$ cat src/hw/rtl/tlhi_pkg.sv
`timescale 1ns / 1ps
// ----------------------------------------------------------------------------
// tlhi_pkg: shared types and constants for the three level hash insert
// Payload structs, register indexes, controller states and command bundles.
// ----------------------------------------------------------------------------
package tlhi_pkg;

   localparam int LEVEL_DEPTH = 65536;
   localparam int SLOT_W      = $clog2(LEVEL_DEPTH);
   localparam int CNT_W       = SLOT_W + 1;
   localparam int KEY_W       = 64;
   localparam int MOD_W       = 17;
   localparam int CSR_IDX_W   = 2;
   localparam int DIV_CNT_W   = $clog2(KEY_W + 1);

   localparam logic [CSR_IDX_W-1:0] REG_LEVEL1 = 2'd0;
   localparam logic [CSR_IDX_W-1:0] REG_LEVEL2 = 2'd1;
   localparam logic [CSR_IDX_W-1:0] REG_LEVEL3 = 2'd2;

   localparam logic [1:0] STATUS_FIRST  = 2'd0;
   localparam logic [1:0] STATUS_ADJUST = 2'd1;
   localparam logic [1:0] STATUS_DROP   = 2'd2;

   typedef struct packed {
      logic [63:0] insert_key;
      logic [31:0] item_index;
   } req_type;

   typedef struct packed {
      logic [1:0]  insert_status;
      logic        reverse_order;
      logic [63:0] dropped_key;
   } rsp_type;

   // Level selector: one-hot-free code 0..2 for levels 1..3
   typedef enum logic [1:0] {
      LVL_1 = 2'd0,
      LVL_2 = 2'd1,
      LVL_3 = 2'd2
   } level_type;

   // Which value feeds the divider and the write path
   typedef enum logic [1:0] {
      SRC_KEY   = 2'd0,
      SRC_MOVED = 2'd1,
      SRC_OLD   = 2'd2
   } src_type;

   typedef enum logic [3:0] {
      ST_CLEAR,
      ST_IDLE,
      ST_DIV,
      ST_READ,
      ST_WAIT,
      ST_CHECK,
      ST_RESULT
   } state_type;

   typedef struct packed {
      logic      clear_step;
      logic      load_req;
      logic      div_start;
      logic      rd_en;
      logic      wr_en;
      logic      capture_moved;
      logic      capture_old;
      logic      set_result;
      logic [1:0] status;
      logic      drop_old;
      level_type level;
      src_type   src;
   } ctrl_type;

   typedef struct packed {
      logic clear_done;
      logic div_done;
      logic key_zero;
      logic reverse;
      logic slot_free;
   } stat_type;

endpackage

$ cat src/hw/rtl/tlhi_control.sv
`timescale 1ns / 1ps
// ----------------------------------------------------------------------------
// tlhi_control: insert sequencer
// Walks probes, displacement and adjustment one table access at a time.
// ----------------------------------------------------------------------------
module tlhi_control (
   input  logic               clock,
   input  logic               reset,
   input  logic               req_valid,
   output logic               req_stall,
   output logic               rsp_valid,
   input  logic               rsp_stall,
   input  tlhi_pkg::stat_type stat,
   output tlhi_pkg::ctrl_type ctrl
);
   import tlhi_pkg::*;

   // probe steps: 0..2 first pass, 3 displace level 3 (forward), 4 adjust l1,
   // 5 adjust l2, 6 adjust l3
   localparam logic [2:0] STEP_P0 = 3'd0;
   localparam logic [2:0] STEP_P1 = 3'd1;
   localparam logic [2:0] STEP_P2 = 3'd2;
   localparam logic [2:0] STEP_DSP = 3'd3;
   localparam logic [2:0] STEP_A1 = 3'd4;
   localparam logic [2:0] STEP_A2 = 3'd5;
   localparam logic [2:0] STEP_A3 = 3'd6;

   state_type  state_ff, state_in;
   logic [2:0] step_ff, step_in;
   logic       rsp_valid_ff, rsp_valid_in;
   logic       adj_ff, adj_in;   // adjustment key is the displaced occupant

   level_type  lvl;
   src_type    src;

   always_comb begin
      unique case (step_ff)
         STEP_P0: lvl = stat.reverse ? LVL_3 : LVL_1;
         STEP_P1: lvl = LVL_2;
         STEP_P2: lvl = stat.reverse ? LVL_1 : LVL_3;
         STEP_DSP: lvl = LVL_3;
         STEP_A1: lvl = LVL_1;
         STEP_A2: lvl = LVL_2;
         default: lvl = LVL_3;
      endcase
      if (step_ff == STEP_A1)      src = adj_ff ? SRC_MOVED : SRC_KEY;
      else if (step_ff >= STEP_A2) src = SRC_OLD;
      else                         src = SRC_KEY;
   end

   always_comb begin
      state_in     = state_ff;
      step_in      = step_ff;
      adj_in       = adj_ff;
      rsp_valid_in = rsp_valid_ff;
      ctrl         = '0;
      ctrl.level   = lvl;
      ctrl.src     = src;
      if (rsp_valid_ff && !rsp_stall) rsp_valid_in = 1'b0;

      unique case (state_ff)
         ST_CLEAR: begin
            ctrl.clear_step = !stat.clear_done;
            if (stat.clear_done) state_in = ST_IDLE;
         end
         ST_IDLE: begin
            if (req_valid && !rsp_valid_ff) begin
               ctrl.load_req = 1'b1;
               step_in  = STEP_P0;
               adj_in   = 1'b0;
               state_in = ST_DIV;
            end
         end
         ST_DIV: begin
            if (stat.key_zero) begin
               ctrl.set_result = 1'b1;
               ctrl.status     = STATUS_FIRST;
               state_in        = ST_RESULT;
            end else begin
               ctrl.div_start = 1'b1;
               state_in       = ST_READ;
            end
         end
         // slot register loads with the remainder on divider done
         ST_READ: begin
            if (stat.div_done) state_in = ST_WAIT;
         end
         ST_WAIT: begin
            ctrl.rd_en = 1'b1;
            state_in   = ST_CHECK;
         end
         ST_CHECK: begin
            unique case (step_ff)
               STEP_P0, STEP_P1, STEP_P2: begin
                  if (stat.slot_free) begin
                     ctrl.wr_en      = 1'b1;
                     ctrl.set_result = 1'b1;
                     ctrl.status     = STATUS_FIRST;
                     state_in        = ST_RESULT;
                  end else if (step_ff == STEP_P2) begin
                     step_in  = stat.reverse ? STEP_A1 : STEP_DSP;
                     // forward: level 3 slot already addressed, re-read it
                     state_in = stat.reverse ? ST_DIV : ST_WAIT;
                  end else begin
                     step_in  = step_ff + 3'd1;
                     state_in = ST_DIV;
                  end
               end
               STEP_DSP: begin
                  ctrl.capture_moved = 1'b1;
                  ctrl.wr_en         = 1'b1;
                  adj_in             = 1'b1;
                  step_in            = STEP_A1;
                  state_in           = ST_DIV;
               end
               STEP_A1: begin
                  // key replaces the level 1 occupant; a free or equal
                  // occupant ends the pass
                  ctrl.capture_old = 1'b1;
                  ctrl.wr_en       = 1'b1;
                  if (stat.slot_free) begin
                     ctrl.set_result = 1'b1;
                     ctrl.status     = STATUS_ADJUST;
                     state_in        = ST_RESULT;
                  end else begin
                     step_in  = STEP_A2;
                     state_in = ST_DIV;
                  end
               end
               STEP_A2, STEP_A3: begin
                  if (stat.slot_free) begin
                     ctrl.wr_en      = 1'b1;
                     ctrl.set_result = 1'b1;
                     ctrl.status     = STATUS_ADJUST;
                     state_in        = ST_RESULT;
                  end else if (step_ff == STEP_A3) begin
                     ctrl.set_result = 1'b1;
                     ctrl.status     = STATUS_DROP;
                     ctrl.drop_old   = 1'b1;
                     state_in        = ST_RESULT;
                  end else begin
                     step_in  = STEP_A3;
                     state_in = ST_DIV;
                  end
               end
               default: state_in = ST_IDLE;
            endcase
         end
         ST_RESULT: begin
            rsp_valid_in = 1'b1;
            state_in     = ST_IDLE;
         end
         default: state_in = ST_IDLE;
      endcase
   end

   always_ff @(posedge clock) begin
      if (reset) begin
         state_ff     <= ST_CLEAR;
         step_ff      <= STEP_P0;
         adj_ff       <= 1'b0;
         rsp_valid_ff <= 1'b0;
      end else begin
         state_ff     <= state_in;
         step_ff      <= step_in;
         adj_ff       <= adj_in;
         rsp_valid_ff <= rsp_valid_in;
      end
   end

   assign req_stall = !((state_ff == ST_IDLE) && !rsp_valid_ff);
   assign rsp_valid = rsp_valid_ff;

endmodule

$ cat config.mk
export PLATFORM = sky130hd
export DESIGN_NAME = tlhi_control
export DESIGN_NICKNAME = d
export VERILOG_FILES = /design/src/hw/rtl/tlhi_pkg.sv /design/src/hw/rtl/tlhi_control.sv
export SDC_FILE = /design/constraint.sdc
export NUM_CORES = 1
export LEC_CHECK = 0
export BUFFER_PORTS_ARGS = -buffer_cell sky130_fd_sc_hd__buf_2
export CORE_MARGIN = 3
export CORE_UTILIZATION = 49
export DETAILED_ROUTE_END_ITERATION = 8
export GPL_ROUTABILITY_DRIVEN = 0
export PLACE_DENSITY_LB_ADDON = 0.2
export SETUP_SLACK_MARGIN = 0.05
export SYNTH_ARGS = -nofsm -noshare
export SYNTH_HDL_FRONTEND = slang
export SYNTH_SLANG_ARGS = --single-unit
$ cat constraint.sdc
create_clock -name clock -period 2.2 [get_ports clock]
set_input_delay 0.44 -clock clock [delete_from_list [all_inputs] [get_ports clock]]
set_output_delay 0.44 -clock clock [all_outputs]
set_load 0.01 [all_outputs]
### Yosys cells after proc, flatten, opt, wreduce, memory -nomap -nowiden

Cells that the tools add are included.

* add/sub/neg operators: 1
* $lt $le $gt $ge: 1
* equality and inequality tests: 21
* multiplexer cells: 53
* reduce and logical (&&, ||, !) cells: 19

Operator list (number)
* 3-bit two-way mux: 18
* 4-bit one-hot mux with 6 select lines: 1
* 4-bit two-way mux: 5
* 1-bit two-way mux: 17
* 4-bit one-hot mux with 4 select lines: 1
* 4-bit by 3-bit == test with 1-bit output (second input constant): 3
* 3-bit != test (second input constant): 4
* 3-bit one-hot mux with 2 select lines: 2
* 3-bit one-hot mux with 4 select lines: 1
* 3-bit == test (second input constant): 3
* 3-bit one-hot mux with 3 select lines: 1
* 4-bit by 2-bit == test with 1-bit output (second input constant): 2
* 2-bit two-way mux: 4
* 2-bit one-hot mux with 4 select lines: 1
* 7-bit AND reduction: 1
* 3-bit by 2-bit == test with 1-bit output (second input constant): 2
* 2-bit != test (second input constant): 3
* 3-bit AND reduction: 2
* 2-bit OR reduction: 3
* 5-bit by 2-bit != test with 1-bit output (second input constant): 1
* 5-bit OR reduction: 1
* 4-bit by 1-bit == test with 1-bit output (second input constant): 1
* 1-bit logical NOT: 4
* 4-bit logical NOT: 1
* other kinds (9): 13

* bits in registers: 9
* bits of input ports: 9
* output and inout port bits: 17
* word-level logic and storage cells: 99

### Logic depth before layout (Yosys ltp)

Gate-level depths: netlist of run 1.

* depth in word-level cells: 5
* mapped depth: 8
* mapped depth without buffers: 7

### Worst setup path after synthesis of run 1

OpenSTA, ideal clock, no wires.

* kind: register to output
* start point: register step_ff[0]
* end point: output port ctrl[7] (netlist name)
* arrival time: 1.561 ns
* data required time: 1.760 ns
* slack: 0.199 ns
* stages on the path, launching flop included: 7
* path buffers: 1
* path through: dfxtp_1 inv_1 ha_1 buf_6 o31ai_2 a211oi_1 a31o_2

RTL lines
* start: declaration: RTL line tlhi_control.sv:29 `logic [2:0] step_ff, step_in;`
* start signal: assignment: RTL line tlhi_control.sv:165 `step_ff <= step_in;`
* end: declaration: RTL line tlhi_control.sv:14 `output tlhi_pkg::ctrl_type ctrl`

==> impl_metrics.env, run 1 <==
export IMPL_hp_start="rsp_stall"
export IMPL_setup_viol=0
export IMPL_placed_cell_area_um2=955
export IMPL_grt_pass1_vias=763
export IMPL_dieArea_um2=2170
export IMPL_crit_start="step_ff[1]$_SDFFE_PP0P_"
export IMPL_synth_async_reset_ratio_pct=0
export IMPL_placedCellCount=144
export IMPL_final_cell_area_um2=1030
export IMPL_final_setup_tns_ns=0
export IMPL_hold_class="in2reg"
export IMPL_cts_buffer_depth=2
export IMPL_fmax_mhz=466
export IMPL_dr_pass1_iters=4
export IMPL_report_final_hold_viol_count=0
export IMPL_post_route_period_util_pct=97.6
export IMPL_skew_ns=0.00781
export IMPL_routedWlPerCell_um=13.9
export IMPL_numCtsBuffers=3
export IMPL_io_buffers=25
export IMPL_irDropWorstVdd_v=0.000388
export IMPL_clk_pin_slew_ns=0.06
export IMPL_boundaryPins=26
export IMPL_cts_tree="yes"
export IMPL_cp_start_kind="register"
export IMPL_track_usage_pct=20.6
export IMPL_dpl_hpwl_um=1600
export IMPL_slew_headroom_pct=74.1
export IMPL_synth_seq_cells=8
export IMPL_drive_gt1_share_pct=38.3
export IMPL_synth_ff_type="dfxtp_1"
export IMPL_drc=0
export IMPL_synth_commonest_cells="10 x nor2_1, 9 x inv_1, 8 x dfxtp_1"
export IMPL_postCtsHoldBufs=0
export IMPL_core_area_um2=1520
export IMPL_synthesis_area_um2=808
export IMPL_rsz0062_at_grt="yes"
export IMPL_worst_pin_slew_ns=0.388
export IMPL_ys_warn_count=0
export IMPL_fin_nets=151
export IMPL_fillers=143
export IMPL_yosysTopAreaCellShare_pct=19.8
export IMPL_fin_cells=149
export IMPL_synthCells=105
export IMPL_cp_max_fo=6
export IMPL_required_ns=1.76
export IMPL_outcome="finished clean"
export IMPL_r2r_end="step_ff[2]$_SDFFE_PP0P_"
export IMPL_cap_violations=0
export IMPL_cts_sinks=8
export IMPL_worstSetupPathType="reg2out"
export IMPL_seq_area_frac_synth_pct=19.8
export IMPL_fin_ws_ns=0.0538
export IMPL_r2r_start="step_ff[1]$_SDFFE_PP0P_"
export IMPL_drt_iter0_markers=19
export IMPL_vias=883
export IMPL_cp_end_kind="primary output"
export IMPL_antenna_found_initial=0
export IMPL_wirelength_um=2070
export IMPL_overflow=0
export IMPL_reg2regPathDepth=8
export IMPL_place_worst_setup_slack_ns=0.233
export IMPL_layout_min_cycle_time_ns=2.15
export IMPL_clk_latency_ns=0.26
export IMPL_synth_edf_count=0
export IMPL_cts_htree_levels=1
export IMPL_r2r_slack_ns=0.35
export IMPL_grt_pass1_wl_um=3280
export IMPL_postRouteAntennaNets=0
export IMPL_synthesis_nets=121
export IMPL_maxSlewViolCount=0
export IMPL_syn_avg_cell_area_um2=7.70
export IMPL_cp_arrival_ns=1.71
export IMPL_die_w_um=46.6
export IMPL_min_delay_path_depth=3
export IMPL_synth_cell_type_count=40
export IMPL_area_delta_synth_final_pct=27.1
export IMPL_p_leak_nw=0.458
export IMPL_vias_per_cell=5.93
export IMPL_synth_top_area_cell="dfxtp_1"
export IMPL_min_to="rsp_valid$_SDFFE_PP0P_"
export IMPL_diodes=0
export IMPL_power_density_nw_per_um2=373
export IMPL_cts_root_buf="clkbuf_4"
export IMPL_die_height_um=46.6
export IMPL_start_util_pct=53.0
export IMPL_grt_max_degree=13
export IMPL_rows=14
export IMPL_synth_most_common_cell="nor2_1"
export IMPL_yosys_top_cells_area="dfxtp_1 20%, ha_1 11%, nor2_1 4.6%, a21oi_1 4.3%, inv_1 4.2%"
## layout make-up
type | count | area [um^2] | share of cell area, %
flip-flops and latches | 8 | 164 | 16.0
well taps | 16 | 20.0 | 1.95
clock buffers | 3 | 22.5 | 2.19
repair buffers | 32 | 178 | 17.3
inverters | 9 | 33.8 | 3.29
multi-input cells | 81 | 609 | 59.3
## cell usage in the layout (no fill, tap or decap), types with 3 or more instances in the layout
| master | instances |
|---|---|
| nor3b_1 | 3 |
| a21oi_1 | 7 |
| mux2i_1 | 3 |
| ha_2 | 3 |
| inv_1 | 9 |
| buf_4 | 7 |
| ha_1 | 3 |
| clkbuf_4 | 3 |
| buf_2 | 25 |
| nor3_1 | 6 |
| o21ai_0 | 5 |
| nand2_1 | 7 |
| dfxtp_1 | 7 |
| nor2_1 | 10 |
## worst max path at each step
stage / to / slack, ns / cells past startpoint
2_1_floorplan: ctrl[7] / 0.20 / 6
3_3_place_gp: step_ff[2]$_SDFFE_PP0P_ / 0.25 / 8
3_5_place_dp: step_ff[2]$_SDFFE_PP0P_ / 0.23 / 8
4_1_cts: ctrl[10] / 0.08 / 6
5_1_grt: ctrl[10] / -0.03 / 6
6_report: ctrl[10] / 0.05 / 6
## stage by stage
| stage | util, % | power [W] | hold WS, ns |
|---|---|---|---|
| finish | 67.4 | 0.000383 | 0.414 |
| global route | 67.4 | 0.000405 | 0.435 |
| CTS | 64.7 | 0.000383 | 0.412 |
| detailed placement | 62.6 | 0.000268 | 0.471 |
| global placement | 62.6 | 0.000267 | 0.467 |
| floorplan | - | 0.000232 | 0.449 |
## routing by layer
metal | global-route usage [%] | share of wire (%) | up-vias
met2 | 33.2 | 47 | 31
met1 | 28.7 | 47 | 409
met5 | 0 | 0 | -
li1 | - | - | 443
met4 | 3.87 | 0 | 0
met3 | 3.52 | 6.3 | 0
## sequential cells by signal, summed over array words and instances (netlist names)
name,cells
adj_ff,1
rsp_valid,1
state_ff,3
step_ff,3
## worst max-delay path: stages, from the launching register on
cell and delay, ns:
dfxtp_4 0.37, inv_1 0.09, ha_2 0.22, or3_4 0.42
a21oi_1 0.16, nor2_1 0.05, buf_2 0.14
## report_power, final
| part | total [W] | leakage [nW] | internal, W | switching (W) |
|---|---|---|---|---|
| logic | 0.000106 | 0.379 | 0.0000502 | 0.0000556 |
| registers | 0.000162 | 0.0657 | 0.000150 | 0.0000120 |
| clock network | 0.000116 | 0.0138 | 0.0000627 | 0.0000530 |
| total | 0.000383 | 0.458 | 0.000263 | 0.000121 |
## what timing repair did
item	in CTS	in global routing
setup endpoints to repair	2	4
gates resized for setup	4	5
setup buffers	0	2
## logic make-up after synthesis
group	count (synthesis)	share of synthesized area (%)
mux	4	5.57
simple gates	41	27.7
flops	8	19.8
buf+inv	16	8.67
fa+ha+maj	7	10.8
compound gates	29	27.4
(Power assumes the default switching activity.)
==> run 2: changes to the inputs <==
MAX_ROUTING_LAYER = met4   (was default)
==> run 2 against run 1 <==
Setup slack improved by 0.028 ns. Core utilization rose by 1.3 points. Via count did not move. Flip-flop and latch count did not move. Design area rose by 1.9%. Worst hold slack got worse by 0.0031 ns. Clock skew rose by 0.0037 ns. Largest power group unchanged. Register-to-register slack improved by 0.03 ns. Count of clock-buffer cells in the layout did not move. Sequential share of layout area fell by 0.30 points. Critical path depth did not move.
==> impl_metrics.env, run 2 (synthesis gave the netlist of run 1 again) <==
export IMPL_outcome="finished clean"
export IMPL_dpl_hpwl_um=1600
export IMPL_drive_gt1_share_pct=39.8
export IMPL_maxSlewViolCount=0
export IMPL_postRouteAntennaNets=0
export IMPL_start_util_pct=53.0
export IMPL_grt_pass1_wl_um=3270
export IMPL_p_leak_nw=0.463
export IMPL_overflow=0
export IMPL_routed_wl_met3_um=108
export IMPL_numCtsBuffers=3
export IMPL_grt_max_degree=13
export IMPL_power_w=0.000383
export IMPL_r2r_end="step_ff[2]$_SDFFE_PP0P_"
export IMPL_cts_sinks=8
export IMPL_final_setup_tns_ns=0
export IMPL_fmax_mhz=472
export IMPL_power_density_nw_per_um2=365
export IMPL_slew_headroom_pct=75.9
export IMPL_reg_top3="state_ff x3, step_ff x3"
export IMPL_route_met2_wl_um=1000
export IMPL_clk_pin_slew_ns=0.06
export IMPL_met1_length_um=996
export IMPL_cp_max_fo=6
export IMPL_cts_buffer_depth=2
export IMPL_required_ns=1.76
export IMPL_postCtsHoldBufs=0
export IMPL_rsz0062_at_grt="yes"
export IMPL_cts_root_buf="clkbuf_4"
export IMPL_boundaryPins=26
export IMPL_antenna_found_initial=0
export IMPL_drt_iter0_markers=21
export IMPL_cts_tree="yes"
export IMPL_worst_pin_slew_ns=0.357
export IMPL_layout_commonest_cell="buf_2"
export IMPL_io_buffers=25
export IMPL_cts_htree_levels=1
export IMPL_cap_violations=0
export IMPL_r2r_start="step_ff[0]$_SDFFE_PP0P_"
export IMPL_cp_start_kind="register"
export IMPL_drc=0
export IMPL_fin_util_pct=68.7
export IMPL_cp_arrival_ns=1.68
export IMPL_vias=883
export IMPL_fin_nets=151
export IMPL_worstSetupPathType="reg2out"
export IMPL_rows=14
export IMPL_placed_cell_area_um2=955
export IMPL_min_to="rsp_valid$_SDFFE_PP0P_"
export IMPL_wirelength_um=2140
export IMPL_r2r_slack_ns=0.38
export IMPL_post_route_period_util_pct=96.3
export IMPL_report_final_hold_viol_count=0
export IMPL_layout_min_cycle_time_ns=2.12
export IMPL_dr_pass1_iters=4
export IMPL_hold_class="in2reg"
export IMPL_track_usage_pct=21.1
export IMPL_die_height_um=46.6
export IMPL_hp_start="rsp_stall"
export IMPL_vias_per_cell=5.93
export IMPL_setup_viol=0
export IMPL_grt_pass1_vias=764
export IMPL_core_area_um2=1520
export IMPL_dieArea_um2=2170
export IMPL_skew_ns=0.0115
export IMPL_mostFrequentLayoutCells="25 x buf_2, 10 x nor2_1"
export IMPL_reg2regPathDepth=8
export IMPL_top_layer_used="met4"
export IMPL_die_w_um=46.6
export IMPL_final_cell_area_um2=1050
export IMPL_area_delta_synth_final_pct=29.6
export IMPL_min_delay_path_depth=3
export IMPL_irDropWorstVdd_v=0.000384
export IMPL_diodes=0
export IMPL_routedWlPerCell_um=14.4
export IMPL_clk_latency_ns=0.26
export IMPL_cp_end_kind="primary output"
[run 2: cell counts in the layout (fill, tap and decap cells not counted)]
Identical to the previous run, type by type.
[run 2: power by group]
part	internal, W	switching [W]
Sequential	0.000150	0.0000115
Combinational	0.0000503	0.0000558
Clock	0.0000626	0.0000525
[run 2: critical path, cell delays in order, from the launching register on]
cell and delay, ns:
dfxtp_1 0.33, buf_4 0.17, ha_4 0.19, or3_4 0.40, a21oi_1 0.16, nor2_1 0.05, buf_2 0.14
[run 2: cell type report]
cell class              instances  area [um^2]
multi-input cells              81          629
inverters                       9         33.8
flip-flops and latches          8          164
repair buffers                 32          178
well taps                      16         20.0
fillers                       139          477
clock buffers                   3         22.5
[run 2: worst max-delay path by stage]
stage / startpoint / endpoint / slack [ns]
2_1_floorplan: step_ff[0]$_SDFFE_PP0P_ / ctrl[7] / 0.20
3_3_place_gp: step_ff[1]$_SDFFE_PP0P_ / step_ff[2]$_SDFFE_PP0P_ / 0.25
3_5_place_dp: step_ff[1]$_SDFFE_PP0P_ / step_ff[2]$_SDFFE_PP0P_ / 0.23
4_1_cts: step_ff[0]$_SDFFE_PP0P_ / ctrl[10] / 0.08
5_1_grt: step_ff[0]$_SDFFE_PP0P_ / ctrl[9] / 0.004
6_report: step_ff[0]$_SDFFE_PP0P_ / ctrl[10] / 0.08
[run 2: metal layers]
layer  up-vias  track usage [%]
met5         -                -
met4         0             3.87
met1       414             28.5
met3         4             3.52
met2        27             33.2
li1        438                -
[run 2: per-stage QoR]
| step | std cells | setup WS, ns | hold WS [ns] |
|---|---|---|---|
| after floorplan | 105 | 0.199 | 0.449 |
| after global placement | 144 | 0.253 | 0.467 |
| after detailed placement | 144 | 0.233 | 0.471 |
| after CTS | 147 | 0.0763 | 0.412 |
| after global routing | 149 | 0.00372 | 0.435 |
| final | 149 | 0.0816 | 0.411 |
[run 2: repair_timing]
action                                  in CTS  in global routing
gates resized for setup                      4                  9
setup buffers                                0                  2
endpoints found under the setup margin       2                  4
hold endpoints to repair                     0                  0
pin swaps                                    0                  0
==> run 3: changes to the inputs <==
CORE_MARGIN = default   (was 3)
CTS_BUF_LIST = sky130_fd_sc_hd__clkbuf_16   (was default)
==> run 3 against run 2 <==
Register-to-register slack got worse by 0.07 ns. Count of clock-buffer cells in the layout unchanged. Clock power rose to 2.6 times the previous value. Non-clock buffer count down 2. Final cell count fell by 1.3%. Sequential share of layout area increased by 0.25 points. Core utilization up 0.99 points. Clock skew decreased by 0.0065 ns. Setup slack better by 0.025 ns. Design area increased by 1.4%. Routed wire length shrank 10%. Largest cell class unchanged. Highest routed layer unchanged.
==> impl_metrics.env, run 3 (synthesis gave the netlist of run 1 again) <==
export IMPL_crit_start="step_ff[1]$_SDFFE_PP0P_"
export IMPL_cp_max_fo=6
export IMPL_core_area_um2=1520
export IMPL_rows=14
export IMPL_cts_tree="yes"
export IMPL_drive_gt1_share_pct=38.9
export IMPL_r2r_start="step_ff[1]$_SDFFE_PP0P_"
export IMPL_power_density_nw_per_um2=530
export IMPL_setup_viol=0
export IMPL_postCtsHoldBufs=0
export IMPL_grt_max_degree=13
export IMPL_cp_arrival_ns=1.65
export IMPL_reg_top3="state_ff x3, step_ff x3"
export IMPL_cts_sinks=8
export IMPL_clk_latency_ns=0.23
export IMPL_start_util_pct=53.0
export IMPL_hold_slack_ns=0.439
export IMPL_boundaryPins=26
export IMPL_cts_root_buf="clkbuf_16"
export IMPL_maxSlewViolCount=0
export IMPL_routedWlPerCell_um=13.1
export IMPL_hold_class="in2reg"
export IMPL_irDropWorstVdd_v=0.000678
export IMPL_layout_min_cycle_time_ns=2.09
export IMPL_slowest_stage="or3_4"
export IMPL_io_buffers=25
export IMPL_drt_iter0_markers=20
export IMPL_antenna_found_initial=0
export IMPL_final_setup_tns_ns=0
export IMPL_vias=852
export IMPL_overflow=0
export IMPL_postRouteAntennaNets=0
export IMPL_dpl_hpwl_um=1490
export IMPL_drc=0
export IMPL_vias_per_cell=5.80
export IMPL_skew_ns=0.00496
export IMPL_fillers=128
export IMPL_ff_latch_area_um2=169
export IMPL_grt_pass1_wl_um=3200
export IMPL_required_ns=1.76
export IMPL_cap_violations=0
export IMPL_wirelength_um=1920
export IMPL_slew_headroom_pct=76.8
export IMPL_track_usage_pct=23.7
export IMPL_dieArea_um2=1820
export IMPL_cp_end_kind="primary output"
export IMPL_clk_pin_slew_ns=0.04
export IMPL_worstSetupPathType="reg2out"
export IMPL_rsz0062_at_grt="yes"
export IMPL_die_height_um=42.6
export IMPL_fin_nets=149
export IMPL_cp_cell_sequence="inv_1 -> ha_2 -> or3_4 -> a21oi_1 -> nor2_1 -> buf_2"
export IMPL_post_route_period_util_pct=95.1
export IMPL_hp_start="rsp_stall"
export IMPL_power_w=0.000563
export IMPL_layout_commonest_cell="buf_2"
export IMPL_grt_pass1_vias=717
export IMPL_cpPeakStageDelay_ns=0.40
export IMPL_numCtsBuffers=3
export IMPL_cts_htree_levels=1
export IMPL_area_delta_synth_final_pct=31.4
export IMPL_cp_start_kind="register"
export IMPL_worst_pin_slew_ns=0.344
export IMPL_outcome="finished clean"
export IMPL_fmax_mhz=478
export IMPL_postCtsSetupRepairBufs=0
export IMPL_p_leak_nw=0.471
export IMPL_multi_input_area_um2=602
export IMPL_die_w_um=42.6
export IMPL_mostFrequentLayoutCells="25 x buf_2, 10 x nor2_1, 8 x inv_1"
export IMPL_dr_pass1_iters=4
export IMPL_diodes=0
export IMPL_report_final_hold_viol_count=0
export IMPL_cts_buffer_depth=2
run 3: changes by cell type in the layout (fill, tap and decap cells not counted), moves of 2 or more:
| cell | previous run | this run |
|---|---|---|
| buf_4 | 7 | 5 |
| dfxtp_1 | 7 | 5 |
| ha_4 | 3 | 1 |
| clkbuf_16 | 0 | 3 |
| clkbuf_4 | 3 | 0 |
run 3: repair_timing:
action | CTS | global route
hold endpoints to repair | 0 | 0
gates resized for setup | 4 | 7
endpoints found under the setup margin | 5 | 3
run 3: metal layers:
metal	wire length (um)	vias up	share of wire (%)	track usage, %
met1	918	376	48	34.3
met3	113	6	5.9	1.29
met4	28	0	1.5	9.38
met5	0	-	0	-
li1	-	434	-	-
met2	859	36	45	34.5
run 3: worst max-delay path: cells and delay by family (launching register included):
family,cells,cell delay [ns]
buffers and inverters,2,0.22
and+or+nand+nor,2,0.46
DFF,1,0.37
adders and majority gates,1,0.22
AOI/OAI and AO/OA,1,0.15
run 3: final timing paths:
| kind | depth (start not counted) | slack (ns) | end |
|---|---|---|---|
| min reg2reg | 2 | 0.49 | adj_ff$_SDFFE_PP0P_ |
| min | 3 | 0.44 | rsp_valid$_SDFFE_PP0P_ |
| max reg2reg | 8 | 0.31 | step_ff[2]$_SDFFE_PP0P_ |
| max | 6 | 0.11 | ctrl[10] |
run 3: report_power, final:
group | switching, W | leakage (nW) | internal, W
clock | 0.0000666 | 0.0370 | 0.000234
sequential | 0.0000161 | 0.0668 | 0.000150
combinational | 0.0000494 | 0.367 | 0.0000467
total | 0.000132 | 0.471 | 0.000431
run 3: metrics by stage:
step / util (%) / area [um^2] / std cells / setup WS (ns)
2_1_floorplan: - / 808 / 105 / 0.199
3_3_place_gp: 62.6 / 955 / 144 / 0.171
3_5_place_dp: 62.6 / 955 / 144 / 0.0961
4_1_cts: 68.0 / 1040 / 147 / 0.0500
5_1_grt: 69.7 / 1060 / 147 / 0.0296
6_report: 69.7 / 1060 / 147 / 0.107
run 3: final cells by class:
cell class	instances	share of cell area (%)
Clock buffer	3	7.07
Inverter	9	3.18
Multi-Input combinational cell	81	56.7
Sequential cell	8	15.9
Tap cell	16	1.88
Timing Repair Buffer	30	15.3
